**src/hdl/lz4fd_pkg.sv**
```systemverilog
`timescale 1ns / 1ps

package lz4fd_pkg;

   // field widths of the transfers
   localparam int BLOCK_LEN_BITS_DEF = 31;
   localparam int BLOCK_LEN_W        = 31;
   localparam int OFFSET_W           = 32;
   localparam int SIZE_W             = 32;

   // fixed region lengths in bytes
   localparam int MAGIC_LEN = 4;
   localparam int FLG_LEN   = 1;
   localparam int BD_LEN    = 1;
   localparam int CSIZE_LEN = 8;
   localparam int DICT_LEN  = 4;
   localparam int HSUM_LEN  = 1;
   localparam int BSUM_LEN  = 4;
   localparam int CSUM_LEN  = 4;

   // flag byte bit positions
   localparam int FLG_DICT_BIT  = 0;
   localparam int FLG_CSUM_BIT  = 2;
   localparam int FLG_CSIZE_BIT = 3;
   localparam int FLG_BSUM_BIT  = 4;
   localparam int FLG_INDEP_BIT = 5;

   // region codes as seen on the result channel
   localparam logic [3:0] REGION_MAGIC    = 4'd0;
   localparam logic [3:0] REGION_FLG      = 4'd1;
   localparam logic [3:0] REGION_BD       = 4'd2;
   localparam logic [3:0] REGION_CSIZE    = 4'd3;
   localparam logic [3:0] REGION_DICTID   = 4'd4;
   localparam logic [3:0] REGION_HDRSUM   = 4'd5;
   localparam logic [3:0] REGION_BLKSIZE  = 4'd6;
   localparam logic [3:0] REGION_DATA     = 4'd7;
   localparam logic [3:0] REGION_BLKSUM   = 4'd8;
   localparam logic [3:0] REGION_ENDMARK  = 4'd9;
   localparam logic [3:0] REGION_CSUM     = 4'd10;
   localparam logic [3:0] REGION_TRAILING = 4'd11;

   // parser phase, one-hot
   typedef enum logic [11:0] {
      PH_MAGIC = 12'b0000_0000_0001,
      PH_FLG   = 12'b0000_0000_0010,
      PH_BD    = 12'b0000_0000_0100,
      PH_CSIZE = 12'b0000_0000_1000,
      PH_DICT  = 12'b0000_0001_0000,
      PH_HSUM  = 12'b0000_0010_0000,
      PH_BSIZE = 12'b0000_0100_0000,
      PH_DATA  = 12'b0000_1000_0000,
      PH_BSUM  = 12'b0001_0000_0000,
      PH_END   = 12'b0010_0000_0000,
      PH_CSUM  = 12'b0100_0000_0000,
      PH_TRAIL = 12'b1000_0000_0000
   } phase_type;

   typedef struct packed {
      logic [7:0] data_byte;
      logic       frame_start;
   } req_type;

   typedef struct packed {
      logic [3:0]             region;
      logic                   region_last;
      logic                   block_stored;
      logic [BLOCK_LEN_W-1:0] block_length;
      logic [OFFSET_W-1:0]    frame_offset;
      logic                   block_sum_on;
      logic                   content_sum_on;
      logic                   content_size_on;
      logic                   dict_id_on;
      logic                   blocks_independent;
      logic [1:0]             format_version;
      logic [2:0]             max_block_code;
   } rsp_type;

endpackage

```
**src/hdl/lz4fd_core.sv**
```systemverilog
`timescale 1ns / 1ps

module lz4fd_core #(
   parameter int BLOCK_LEN_BITS = lz4fd_pkg::BLOCK_LEN_BITS_DEF
) (
   input  logic               clock,
   input  logic               reset,
   input  logic               step,
   input  lz4fd_pkg::req_type req,
   output lz4fd_pkg::rsp_type rsp
);
   import lz4fd_pkg::*;

   localparam int CNT_W = BLOCK_LEN_BITS;
   localparam int CW    = BLOCK_LEN_BITS + 1;

   phase_type                 phase_ff, phase_in, cur_phase, fix_next;
   logic [CNT_W-1:0]          count_ff, count_in, cur_count;
   logic [SIZE_W-1:0]         accum_ff, accum_in, cur_accum;
   logic [7:0]                flag_ff, flag_in, cur_flag;
   logic [2:0]                maxc_ff, maxc_in, cur_maxc;
   logic [OFFSET_W-1:0]       offset_ff, offset_in, cur_offset;
   logic                      stored_ff, stored_in, cur_stored;
   logic [CW-1:0]             cnt_inc, fix_n;
   logic                      fix_en;
   logic [1:0]                idx;
   logic [3:0]                region;
   logic                      last, show;

   // parser step for one byte
   always_comb begin
      // frame start restarts from the reset state
      cur_phase  = phase_ff;
      cur_count  = count_ff;
      cur_accum  = accum_ff;
      cur_flag   = flag_ff;
      cur_maxc   = maxc_ff;
      cur_offset = offset_ff;
      cur_stored = stored_ff;
      if (req.frame_start) begin
         cur_phase  = PH_MAGIC;
         cur_count  = '0;
         cur_accum  = '0;
         cur_flag   = '0;
         cur_maxc   = '0;
         cur_offset = '0;
         cur_stored = 1'b0;
      end

      phase_in  = cur_phase;
      count_in  = cur_count;
      accum_in  = cur_accum;
      flag_in   = cur_flag;
      maxc_in   = cur_maxc;
      stored_in = cur_stored;
      offset_in = (&cur_offset) ? cur_offset : cur_offset + OFFSET_W'(1);

      cnt_inc  = {1'b0, cur_count} + CW'(1);
      idx      = cur_count[1:0];
      fix_en   = 1'b0;
      fix_n    = CW'(1);
      fix_next = PH_TRAIL;
      region   = REGION_TRAILING;
      last     = 1'b0;
      show     = 1'b1;

      unique case (cur_phase)
         PH_MAGIC: begin
            region   = REGION_MAGIC;
            fix_en   = 1'b1;
            fix_n    = CW'(MAGIC_LEN);
            fix_next = PH_FLG;
         end
         PH_FLG: begin
            region   = REGION_FLG;
            flag_in  = req.data_byte;
            fix_en   = 1'b1;
            fix_n    = CW'(FLG_LEN);
            fix_next = PH_BD;
         end
         PH_BD: begin
            region   = REGION_BD;
            maxc_in  = req.data_byte[6:4];
            fix_en   = 1'b1;
            fix_n    = CW'(BD_LEN);
            if (cur_flag[FLG_CSIZE_BIT]) begin
               fix_next = PH_CSIZE;
            end else if (cur_flag[FLG_DICT_BIT]) begin
               fix_next = PH_DICT;
            end else begin
               fix_next = PH_HSUM;
            end
         end
         PH_CSIZE: begin
            region   = REGION_CSIZE;
            fix_en   = 1'b1;
            fix_n    = CW'(CSIZE_LEN);
            fix_next = cur_flag[FLG_DICT_BIT] ? PH_DICT : PH_HSUM;
         end
         PH_DICT: begin
            region   = REGION_DICTID;
            fix_en   = 1'b1;
            fix_n    = CW'(DICT_LEN);
            fix_next = PH_HSUM;
         end
         PH_HSUM: begin
            region   = REGION_HDRSUM;
            fix_en   = 1'b1;
            fix_n    = CW'(HSUM_LEN);
            fix_next = PH_BSIZE;
         end
         PH_BSIZE: begin
            region = REGION_BLKSIZE;
            // gather the little-endian size word
            case (idx)
               2'd0:    accum_in = {24'b0, req.data_byte};
               2'd1:    accum_in = cur_accum | {16'b0, req.data_byte, 8'b0};
               2'd2:    accum_in = cur_accum | {8'b0, req.data_byte, 16'b0};
               default: accum_in = cur_accum | {req.data_byte, 24'b0};
            endcase
            if (idx == 2'd3) begin
               last      = 1'b1;
               count_in  = '0;
               stored_in = accum_in[SIZE_W-1];
               if (accum_in == '0) begin
                  region   = REGION_ENDMARK;
                  phase_in = cur_flag[FLG_CSUM_BIT] ? PH_CSUM : PH_TRAIL;
               end else if (|accum_in[BLOCK_LEN_BITS-1:0]) begin
                  phase_in = PH_DATA;
               end else begin
                  phase_in = cur_flag[FLG_BSUM_BIT] ? PH_BSUM : PH_BSIZE;
               end
            end else begin
               count_in = CNT_W'(idx) + CNT_W'(1);
               show     = 1'b0;
            end
         end
         PH_DATA: begin
            region   = REGION_DATA;
            fix_en   = 1'b1;
            fix_n    = {1'b0, cur_accum[BLOCK_LEN_BITS-1:0]};
            fix_next = cur_flag[FLG_BSUM_BIT] ? PH_BSUM : PH_BSIZE;
         end
         PH_BSUM: begin
            region   = REGION_BLKSUM;
            fix_en   = 1'b1;
            fix_n    = CW'(BSUM_LEN);
            fix_next = PH_BSIZE;
         end
         PH_CSUM: begin
            region   = REGION_CSUM;
            fix_en   = 1'b1;
            fix_n    = CW'(CSUM_LEN);
            fix_next = PH_TRAIL;
         end
         default: begin
            // trailing bytes and any stray phase
            region   = REGION_TRAILING;
            phase_in = PH_TRAIL;
            count_in = '0;
         end
      endcase

      // walk through a fixed-length region
      if (fix_en) begin
         if (cnt_inc >= fix_n) begin
            last     = 1'b1;
            count_in = '0;
            phase_in = fix_next;
         end else begin
            count_in = cnt_inc[CNT_W-1:0];
         end
      end

      rsp.region             = region;
      rsp.region_last        = last;
      rsp.block_stored       = show ? stored_in : 1'b0;
      rsp.block_length       = show ? BLOCK_LEN_W'(accum_in[BLOCK_LEN_BITS-1:0])
                                    : '0;
      rsp.frame_offset       = cur_offset;
      rsp.block_sum_on       = flag_in[FLG_BSUM_BIT];
      rsp.content_sum_on     = flag_in[FLG_CSUM_BIT];
      rsp.content_size_on    = flag_in[FLG_CSIZE_BIT];
      rsp.dict_id_on         = flag_in[FLG_DICT_BIT];
      rsp.blocks_independent = flag_in[FLG_INDEP_BIT];
      rsp.format_version     = flag_in[7:6];
      rsp.max_block_code     = maxc_in;
   end

   // parser state
   always_ff @(posedge clock) begin
      if (reset) begin
         phase_ff  <= PH_MAGIC;
         count_ff  <= '0;
         accum_ff  <= '0;
         flag_ff   <= '0;
         maxc_ff   <= '0;
         offset_ff <= '0;
         stored_ff <= 1'b0;
      end else if (step) begin
         phase_ff  <= phase_in;
         count_ff  <= count_in;
         accum_ff  <= accum_in;
         flag_ff   <= flag_in;
         maxc_ff   <= maxc_in;
         offset_ff <= offset_in;
         stored_ff <= stored_in;
      end
   end

endmodule

```
**src/hdl/lz4_frame_deframer.sv**
```systemverilog
`timescale 1ns / 1ps

// LZ4 frame deframer: takes one frame byte per transfer and returns one tagged
// result per byte, naming the frame region of that byte, whether it ends the
// region, the decoded FLG/BD fields, the current block length and stored bit,
// and the saturating byte offset in the frame. A byte with frame_start set
// restarts the parser as the first magic byte. One byte is taken every cycle
// while req_stall is low; a byte passes the input register, then the parser
// step into the result register, from which its result is offered. While the
// result register waits on rsp_stall one more byte is held in the input
// register, after which req_stall rises. No value checks are made on magic,
// version or checksums.
module lz4_frame_deframer #(
   parameter int BLOCK_LEN_BITS = lz4fd_pkg::BLOCK_LEN_BITS_DEF
) (
   input  logic               clock,
   input  logic               reset,
   input  logic               req_valid,
   output logic               req_stall,
   input  lz4fd_pkg::req_type req_payload,
   output logic               rsp_valid,
   input  logic               rsp_stall,
   output lz4fd_pkg::rsp_type rsp_payload
);
   import lz4fd_pkg::*;

   logic    in_valid_ff, in_valid_in;
   req_type in_data_ff;
   logic    out_valid_ff, out_valid_in;
   rsp_type out_data_ff;
   rsp_type step_rsp;
   logic    advance;
   logic    req_take;

   // flow control between the input and result registers
   assign advance   = in_valid_ff && (!out_valid_ff || !rsp_stall);
   assign req_stall = in_valid_ff && out_valid_ff && rsp_stall;
   assign req_take  = req_valid && !req_stall;

   assign in_valid_in  = req_take ? 1'b1 : (advance ? 1'b0 : in_valid_ff);
   assign out_valid_in = advance ? 1'b1 : (rsp_stall ? out_valid_ff : 1'b0);

   lz4fd_core #(
      .BLOCK_LEN_BITS(BLOCK_LEN_BITS)
   ) u_core (
      .clock(clock),
      .reset(reset),
      .step (advance),
      .req  (in_data_ff),
      .rsp  (step_rsp)
   );

   // handshake state
   always_ff @(posedge clock) begin
      if (reset) begin
         in_valid_ff  <= 1'b0;
         out_valid_ff <= 1'b0;
      end else begin
         in_valid_ff  <= in_valid_in;
         out_valid_ff <= out_valid_in;
      end
   end

   // payload registers
   always_ff @(posedge clock) begin
      if (req_take) begin
         in_data_ff <= req_payload;
      end
      if (advance) begin
         out_data_ff <= step_rsp;
      end
   end

   assign rsp_valid   = out_valid_ff;
   assign rsp_payload = out_data_ff;

`ifndef ASSERT_OFF
   // a held input byte is never dropped
   a_in_kept: assert property (@(posedge clock) disable iff (reset)
      in_valid_ff && !advance |=> in_valid_ff)
      else $error("input byte lost while waiting");

   // every parser step lands in the result register
   a_step_out: assert property (@(posedge clock) disable iff (reset)
      advance |=> out_valid_ff)
      else $error("parser step without result");

   // the end mark always closes its region
   a_end_last: assert property (@(posedge clock) disable iff (reset)
      rsp_valid && rsp_payload.region == REGION_ENDMARK |-> rsp_payload.region_last)
      else $error("end mark without region_last");

   // partial size words show no length
   a_partial_size: assert property (@(posedge clock) disable iff (reset)
      rsp_valid && rsp_payload.region == REGION_BLKSIZE && !rsp_payload.region_last
      |-> rsp_payload.block_length == '0 && !rsp_payload.block_stored)
      else $error("length shown before size word complete");

   // header regions carry no block information
   a_hdr_len: assert property (@(posedge clock) disable iff (reset)
      rsp_valid && (rsp_payload.region == REGION_MAGIC
                    || rsp_payload.region == REGION_FLG
                    || rsp_payload.region == REGION_BD
                    || rsp_payload.region == REGION_CSIZE
                    || rsp_payload.region == REGION_DICTID
                    || rsp_payload.region == REGION_HDRSUM)
      |-> rsp_payload.block_length == '0 && !rsp_payload.block_stored)
      else $error("block length in header region");
`endif

endmodule
```
**config.mk**
```make
export PLATFORM = sky130hd
export DESIGN_NAME = lz4_frame_deframer
export DESIGN_NICKNAME = d
export VERILOG_FILES = /design/src/hdl/lz4fd_pkg.sv /design/src/hdl/lz4fd_core.sv /design/src/hdl/lz4_frame_deframer.sv
export SDC_FILE = /design/constraint.sdc
export NUM_CORES = 1
export LEC_CHECK = 0
export ABC_AREA = 1
export BUFFER_PORTS_ARGS = -buffer_cell sky130_fd_sc_hd__buf_4
export CAP_MARGIN = 20
export CELL_PAD_IN_SITES_DETAIL_PLACEMENT = 0
export CELL_PAD_IN_SITES_GLOBAL_PLACEMENT = 1
export CORE_ASPECT_RATIO = 1.4
export CORE_MARGIN = 3
export CORE_UTILIZATION = 45
export CTS_CLUSTER_SIZE = 40
export DETAILED_ROUTE_END_ITERATION = 6
export PLACE_DENSITY_LB_ADDON = 0.1
export RECOVER_POWER = 50
export SETUP_SLACK_MARGIN = 0.02
export SLEW_MARGIN = 20
export SYNTH_ARGS = -nofsm -noshare
export SYNTH_HDL_FRONTEND = slang
export SYNTH_SLANG_ARGS = --single-unit
```
**constraint.sdc**
```tcl
create_clock -name clock -period 5.4 [get_ports clock]
set_input_delay 0.54 -clock clock [delete_from_list [all_inputs] [get_ports clock]]
set_output_delay 0.54 -clock clock [all_outputs]
set_load 0.01 [all_outputs]
```
**Yosys cells after proc, flatten, opt, wreduce, memory -nomap -nowiden**

Cells that the tools add are included.

- Input bits: 13
- RAM bits: 0
- Word-level logic and storage cells: 104
- Memories: 0
- Latch bits: 0
- Bits in registers: 208
- Output and inout port bits: 81
- Bits in read-only memories: 0

- Bitwise gates (word level): 3
- Multiply operators: 0
- Equality and inequality tests: 14
- Div/mod/pow operators: 0
- Reduce and logical (&&, ||, !) cells: 16
- Shift-type cells: 0
- Order comparisons: 1
- Multiplexer cells: 44
- Add/sub/neg operators: 3

Operators by type and width:

| cell | number |
|---|---|
| $mux 32 | 5 |
| $mux 31 | 4 |
| $mux 12 | 8 |
| $pmux 32 s3 | 1 |
| $pmux 31 s3 | 1 |
| $pmux 12 s7 | 1 |
| $pmux 31 s2 | 1 |
| $pmux 4 s10 | 1 |
| $add 31x1->32 const B | 1 |
| $add 32x1->32 const B | 1 |
| $ge 32x31->1 | 1 |
| $logic_not 32->1 | 1 |
| $or 32x16->32 | 1 |
| $or 32x24->32 | 1 |
| $or 32x32->32 | 1 |
| $reduce_and 32->1 | 1 |
| $reduce_or 31->1 | 1 |
| $pmux 12 s2 | 1 |
| $mux 8 | 2 |
| $mux 1 | 13 |
| $eq 12x1->1 const B | 1 |
| $eq 12x11->1 const B | 1 |
| $eq 12x2->1 const B | 1 |
| $eq 12x3->1 const B | 1 |
| 22 further kinds | 30 |

**Longest topological paths before layout**

- Word-level depth: 11
- Mapped depth: 32
- Gate-level depth less buffers: 28

**Hierarchy**

Synthesis repeated with hierarchy kept, for this count alone.

- Cells, all modules: 1,667
- Area, all modules: 11,992.8 sq um

By module, submodules not included:

| module | area an instance (sq um) | instances | cells each | seq. area each (sq um) |
|---|---|---|---|---|
| lz4fd_core | 9,258.9 | 1 | 1,567 | 2,362.3 |
| lz4_frame_deframer | 2,733.9 | 1 | 100 | 2,682.6 |

**Least setup slack after synthesis**

No wires, ideal clock.

- Path type: register -> register
- Start point: reg in_data_ff[0] (netlist name)
- End point: reg u_core.phase_ff[3]
- Arrival time: 4.449 ns
- Data required time: 5.329 ns
- Buffers on the path: 7
- Library setup time: 0.071 ns
- Period minus slack after synthesis: 4.520 ns
- Cell stages (with the launch flop): 31
- Setup slack: 0.880 ns
- Cells stage by stage: edfxtp_1 buf_6 buf_6 buf_2 buf_1 buf_1 nor2_1 ha_1 clkbuf_1 inv_2 nor3_1 nand2_2 nor3_4 nand2_1 nor2_2 nand2_1 xnor2_2 ha_1 nand4_1 inv_1 nand2_1 inv_1 nand2_1 nor2_1 nand2_4 nand2_2 buf_4 nand2_1 nand2_1 nand2_1 a21oi_1

- Cells in the longest elaborated chain, start to end: 11
- Elaborated cells between the ends (all ways): 40
- Classes of those cells: add/sub (1); order compare (1); eq/ne (13); mux (16); bitwise (3); reduce/logical (6)

Ends and longest elaborated chain:

| what | line | text |
|---|---|---|
| start: declaration | lz4_frame_deframer.sv:28 | `req_type in_data_ff;` |
| start signal: assignment | lz4_frame_deframer.sv:67 | `in_data_ff <= req_payload;` |
| parallel branches: the longest is 10 deep, another holds $add 31x1->32 | n/a |  |
| $mux 12 (*) | lz4fd_core.sv:165 | `if (fix_en) begin` |
| end signal: assignment | lz4fd_core.sv:201 | `phase_ff <= phase_in;` |
| end: declaration | lz4fd_core.sv:17 | `phase_type phase_ff, phase_in, cur_phase, fix_next;` |

Every way passes the cells marked *. The select of a mux whose other input is x is not followed.
A chain may end at the register's enable or synchronous reset.

**Worst setup path in the final report**

- Start point: reg in_data_ff[0] (netlist name)
- End point: reg u_core.count_ff[15]

- Cells in the longest elaborated chain, start to end: 7
- Elaborated cells between the ends (all ways): 22
- Classes of those cells: add/sub (1); order compare (1); eq/ne (10); mux (8); reduce/logical (2)

Ends and longest elaborated chain:

| what | line | text |
|---|---|---|
| parallel branches: the longest is 6 deep, another holds $add 31x1->32 | n/a |  |
| $mux 31 (*) | lz4fd_core.sv:165 |  |
| end signal: assignment | lz4fd_core.sv:202 | `count_ff <= count_in;` |
| end: declaration | lz4fd_core.sv:18 | `logic [CNT_W-1:0] count_ff, count_in, cur_count;` |

Every way passes the cells marked *.

==> tab_implementation.tex <==
\begin{tabular}{lr}
\hline
Metric & Value \\
\hline
\multicolumn{2}{l}{\textbf{Run status}} \\
\quad Status & finished with violations \\
\quad Failing checks & capacitance limit, slew limit \\
\multicolumn{2}{l}{\textbf{Setup path}} \\
\quad Crit end category & register \\
\quad Startpoint types & register \\
\quad Number of buffer and inverter instances along the worst setup path & 2 \\
\quad Launch point of the worst reg-to-reg path & in\_data\_ff[0]\$\_DFFE\_PP\_ \\
\quad Top cell family by delay on the critical path & simple AND/OR/NAND/NOR gates \\
\quad Endpoint required time on the critical path & 5.84 ns \\
\quad Reg-to-Reg End & u\_core.count\_ff[15]\$\_SDFFE\_PP0P\_ \\
\quad Max incr delay on CP & slightly above 0.7 ns \\
\quad Cell-by-cell listing of the critical path & nor2\_1, ha\_2, inv\_2, nor3\_1, nand2\_2, nor3\_4, nand2\_1, nor2\_1, xor2\_1, ha\_1, nand2\_1, o21ai\_0, a21oi\_1, o211ai\_1, inv\_1, nand2\_2, nor2\_4, nand2\_1, a21oi\_1 \\
\quad Critical path start-end classification & register to register \\
\quad Crit-path slowest cell & nor2\_4 \\
\quad Number of cells traversed by the worst register-to-register path & 19 \\
\quad Critical Path AT & 5.22 ns \\
\quad R2r setup slk & 0.62 ns \\
\quad Largest fanout of any net on the critical path & 29 \\
\quad Most repeated library cell on the critical path & nand2\_1 \\
\multicolumn{2}{l}{\textbf{Die}} \\
\quad Number of placement rows & 71 \\
\quad Chip width & 146 µm \\
\quad Initial core utilization & 0.458 \\
\quad Area of the core & approximately 27000 µm² \\
\quad Die footprint & 29600 µm² \\
\quad Die height & 202 µm \\
\quad Number of top-level pins & 94 \\
\multicolumn{2}{l}{\textbf{Timing}} \\
\quad Unrepaired setup endpoints after global routing & no \\
\quad Maximum frequency from static timing analysis & 209 MHz \\
\quad Final hold viol count & 0 \\
\quad Transition time of the tightest slew-check pin & 3.88 ns \\
\quad Final number of setup-violating endpoints & 0 \\
\quad Final worst path period need & 4.78 ns \\
\quad Worst clock skew & about 0.024 ns \\
\quad Number of max-slew violations in the final report & roughly 230 \\
\quad Worst relative slew slack & -1.59 \\
\quad Total Neg Setup Slack & 0 ns \\
\quad Final hold slack & approximately 0.22 ns \\
\quad Final Cycle Share & 0.886 \\
\multicolumn{2}{l}{\textbf{Synthesis}} \\
\quad Synth Area in XOR/XNOR & 0.0395 \\
\quad Post-Synthesis Net Count & 1785 \\
\quad Simple logic cell fraction of the synthesized area & 0.293 \\
\quad Post-synthesis mux area share & 0 \\
\quad Share of flip-flops with an asynchronous set or reset & 0 \\
\quad Mapped cell area & 12400 µm² \\
\quad Flip-flop and latch count after synthesis & about 210 \\
\quad Number of warnings reported in the yosys synthesis log & 0 \\
\quad Sequential element share of the synthesized area & 0.407 \\
\quad Most frequently used flop master after synthesis & dfxtp\_1 \\
\quad Dominant combinational cell family by area after synthesis & simple AND/OR/NAND/NOR gates \\
\quad Fraction of the mapped netlist area in compound gates & 0.115 \\
\quad Post-synth EDFFs & 88 \\
\quad Number of instances in the synthesized netlist & 1736 \\
\quad Yosys cell types & 50 \\
\quad Syn avg cell area & $\sim$7 µm² \\
\quad Adder and majority gate portion of the synthesized area & 0.0364 \\
\multicolumn{2}{l}{\textbf{Hold path}} \\
\quad Hold path start & req\_payload[8] \\
\quad Sink of the worst hold path & in\_data\_ff[8]\$\_DFFE\_PP\_ \\
\quad Hold WC Path Type & input pin to register \\
\quad Instance count along the most critical hold path & 1 \\
\multicolumn{2}{l}{\textbf{Clock tree}} \\
\quad Number of setup buffers added after CTS & 0 \\
\quad Number of buffers inserted during clock tree synthesis & 23 \\
\quad Worst skew pair latency & around 0.53 ns \\
\quad Clock slew seen by the registers of the worst setup and hold paths & $\sim$0.060 ns \\
\quad Clock tree from TritonCTS & done \\
\quad Clock Sinks & 208 \\
\quad Maximum buffer depth of the clock tree & 3 \\
\quad Cell at the root of the clock tree & clkbuf\_16 \\
\quad \# H-tree levels & 1 \\
\multicolumn{2}{l}{\textbf{Layout}} \\
\quad Count of fill cells added during filler insertion & between 2000 and 3000 \\
\quad Commonest non-fill, non-tap cells in the layout & nand2\_1 (475), inv\_1 (250), nor2\_1 (193) \\
\quad Count of inserted antenna diode cells & 0 \\
\quad Share of cells above drive strength 1 & 0.0698 \\
\quad Nets & approximately 1800 \\
\quad Area growth from synthesis to final layout & 10.8\% \\
\quad Multi-input combinational cell area & 6000 µm² \\
\quad Combined flip-flop and latch cell area & 5040 µm² \\
\quad Commonest non-fill, non-tap cell in the layout & nand2\_1 \\
\multicolumn{2}{l}{\textbf{Routing}} \\
\quad First-iteration detailed-routing DRC count & 625 \\
\quad DRC errors left & 0 \\
\quad Total detailed-routing wirelength & 34.7 mm \\
\quad Vias & 11000 \\
\quad Routed wire per std cell & 16.0 µm \\
\quad Antenna viol nets, final & 0 \\
\quad 1st-pass router iterations & 5 \\
\quad Average via count per standard cell & 5.06 \\
\multicolumn{2}{l}{\textbf{Pwr}} \\
\quad LEAKAGE & approximately 6 nW \\
\quad Internal power of the cells & 2.69 mW \\
\quad Switching Fraction & 0.253 \\
\quad Worst voltage drop across the vdd grid & $\sim$0.24 mV \\
\quad Comb pwr share & 0.081 \\
\quad Portion of total power attributed to the clock network & 0.442 \\
\quad Power density of the placed cells & 263 nW/µm² \\
\quad Switching power summed over all nets & 0.911 mW \\
\quad Register share of total power & 0.478 \\
\multicolumn{2}{l}{\textbf{Global routing}} \\
\quad Total congestion overflow after global routing & 0 \\
\quad Largest net degree at the start of global routing & 177 \\
\quad Wire length of the first global-routing pass & roughly 55 mm \\
\quad Number of global-route vias before repair & between 10000 and 15000 \\
\quad Antenna violations before repair & 0 \\
\quad Total routing usage reported by global routing & 0.230 \\
\multicolumn{2}{l}{\textbf{Flow run}} \\
\quad Max Cap Viol & 2 \\
\multicolumn{2}{l}{\textbf{Placement}} \\
\quad Count of input and output buffers & 93 \\
\quad Post-detailed-placement half-perimeter wirelength & 24.9 mm \\
\quad Final estimated routing congestion in global placement & 0.921 \\
\hline
\end{tabular}
==> kinds of logic (layout without fill, tap and decap cells) <==
group	count (synthesis)	in the layout
XOR/XNOR	55	55
AO/OA/AOI/OAI	257	257
buffers and inverters	332	402
adder cells (fa/ha/maj)	36	36
flip-flops	208	208
AND/OR/NAND/NOR	848	848
==> registers in the layout, summed over array words and instances (netlist names) <==
register and count:
rsp_payload 79, u_core.count_ff 31, u_core.phase_ff 12, u_core.stored_ff 1, rsp_valid 1, u_core.maxc_ff 3, u_core.accum_ff 32, in_data_ff 9
u_core.flag_ff 7, in_valid_ff 1, u_core.offset_ff 32
==> synth_stat cells, types with 4 or more instances <==
cell,n,share of area
xor2_1,37,0.026
inv_1,250,0.076
a21oi_2,10,0.0071
nand3_2,4,0.0032
edfxtp_1,88,0.21
nand3_1,66,0.027
o211ai_1,26,0.016
nor2_4,5,0.0045
nor4_1,11,0.0056
nor3_1,29,0.012
o21ai_1,4,0.0016
nor2_1,192,0.058
nand2_2,16,0.0081
ha_1,36,0.036
clkbuf_1,54,0.016
xnor2_1,17,0.012
a21oi_1,100,0.040
buf_6,6,0.0055
o21ai_0,105,0.042
dfxtp_1,120,0.19
nand2_1,476,0.14
buf_1,4,0.0012
buf_2,7,0.0028
nand4_1,24,0.012
nor2_2,9,0.0045
==> cell type report <==
type,count,area share
multi-input cells,1196,0.437
flip-flops and latches,208,0.368
inverters,256,0.0702
clock buffers,29,0.0481
repair buffers,104,0.0355
well taps,365,0.0333
clock inverters,13,0.00766
==> worst register-to-register path, stage by stage (launching register included) <==
cell and delay, ns:
edfxtp_1 0.50, nor2_1 0.30, ha_2 0.36, inv_2 0.06, nor3_1 0.38, nand2_2 0.16, nor3_4 0.25, nand2_1 0.13
nor2_1 0.13, xor2_1 0.23, ha_1 0.26, nand2_1 0.07, o21ai_0 0.09, a21oi_1 0.18, o211ai_1 0.17, inv_1 0.20
nand2_2 0.21, nor2_4 0.71, nand2_1 0.13, a21oi_1 0.16
==> how the worst max path moves through the flow <==
| stage | start | end | slack [ns] | cells after the start |
|---|---|---|---|---|
| 2_1_floorplan | in_data_ff[0]$_DFFE_PP_ | u_core.phase_ff[3]$_SDFFE_PP0P_ | 0.88 | 30 |
| 4_1_cts | in_data_ff[0]$_DFFE_PP_ | u_core.count_ff[15]$_SDFFE_PP0P_ | 0.45 | 19 |
| 6_report | in_data_ff[0]$_DFFE_PP_ | u_core.count_ff[15]$_SDFFE_PP0P_ | 0.62 | 19 |
| 3_3_place_gp | in_data_ff[0]$_DFFE_PP_ | u_core.count_ff[18]$_SDFFE_PP0P_ | 0.65 | 19 |
| 3_5_place_dp | in_data_ff[0]$_DFFE_PP_ | u_core.count_ff[10]$_SDFFE_PP0P_ | 0.47 | 19 |
| 5_1_grt | in_data_ff[0]$_DFFE_PP_ | u_core.count_ff[11]$_SDFFE_PP0P_ | 0.08 | 19 |
==> per-stage QoR <==
step	util	setup slack [ns]	power, mW	area, µm²	std cells
6_report	0.508	0.617	3.61	13700	2171
5_1_grt	0.508	0.0755	3.75	13700	2171
4_1_cts	0.520	0.446	3.66	14000	2171
3_5_place_dp	0.492	0.469	2.06	13300	2129
3_3_place_gp	0.492	0.648	2.06	13300	2129
2_1_floorplan	-	0.880	1.96	12400	1736
==> layer usage <==
layer | vias to the layer above | global-route usage | part of all wire
met5 | - | 0 | 0
met4 | 0 | 0.101 | 0.045
met3 | 74 | 0.0247 | 0.048
met2 | 307 | 0.406 | 0.49
met1 | 4950 | 0.282 | 0.42
li1 | 5659 | - | -
==> power by group through the flow <==
stage | clock network (mW) | registers (mW) | logic (mW)
global placement | 0 | 1.75 | 0.306
detailed placement | 0 | 1.75 | 0.308
global route | 1.69 | 1.73 | 0.329
CTS | 1.63 | 1.72 | 0.310
floorplan | 0 | 1.76 | 0.201
finish | 1.59 | 1.72 | 0.291
==> repair_timing <==
action                                  4_1_cts  5_1_grt
endpoints found under the setup margin        0       23
hold buffers                                  0        0
resized for setup                             0        1
Note: power is estimated with default switching activity, not from simulation.
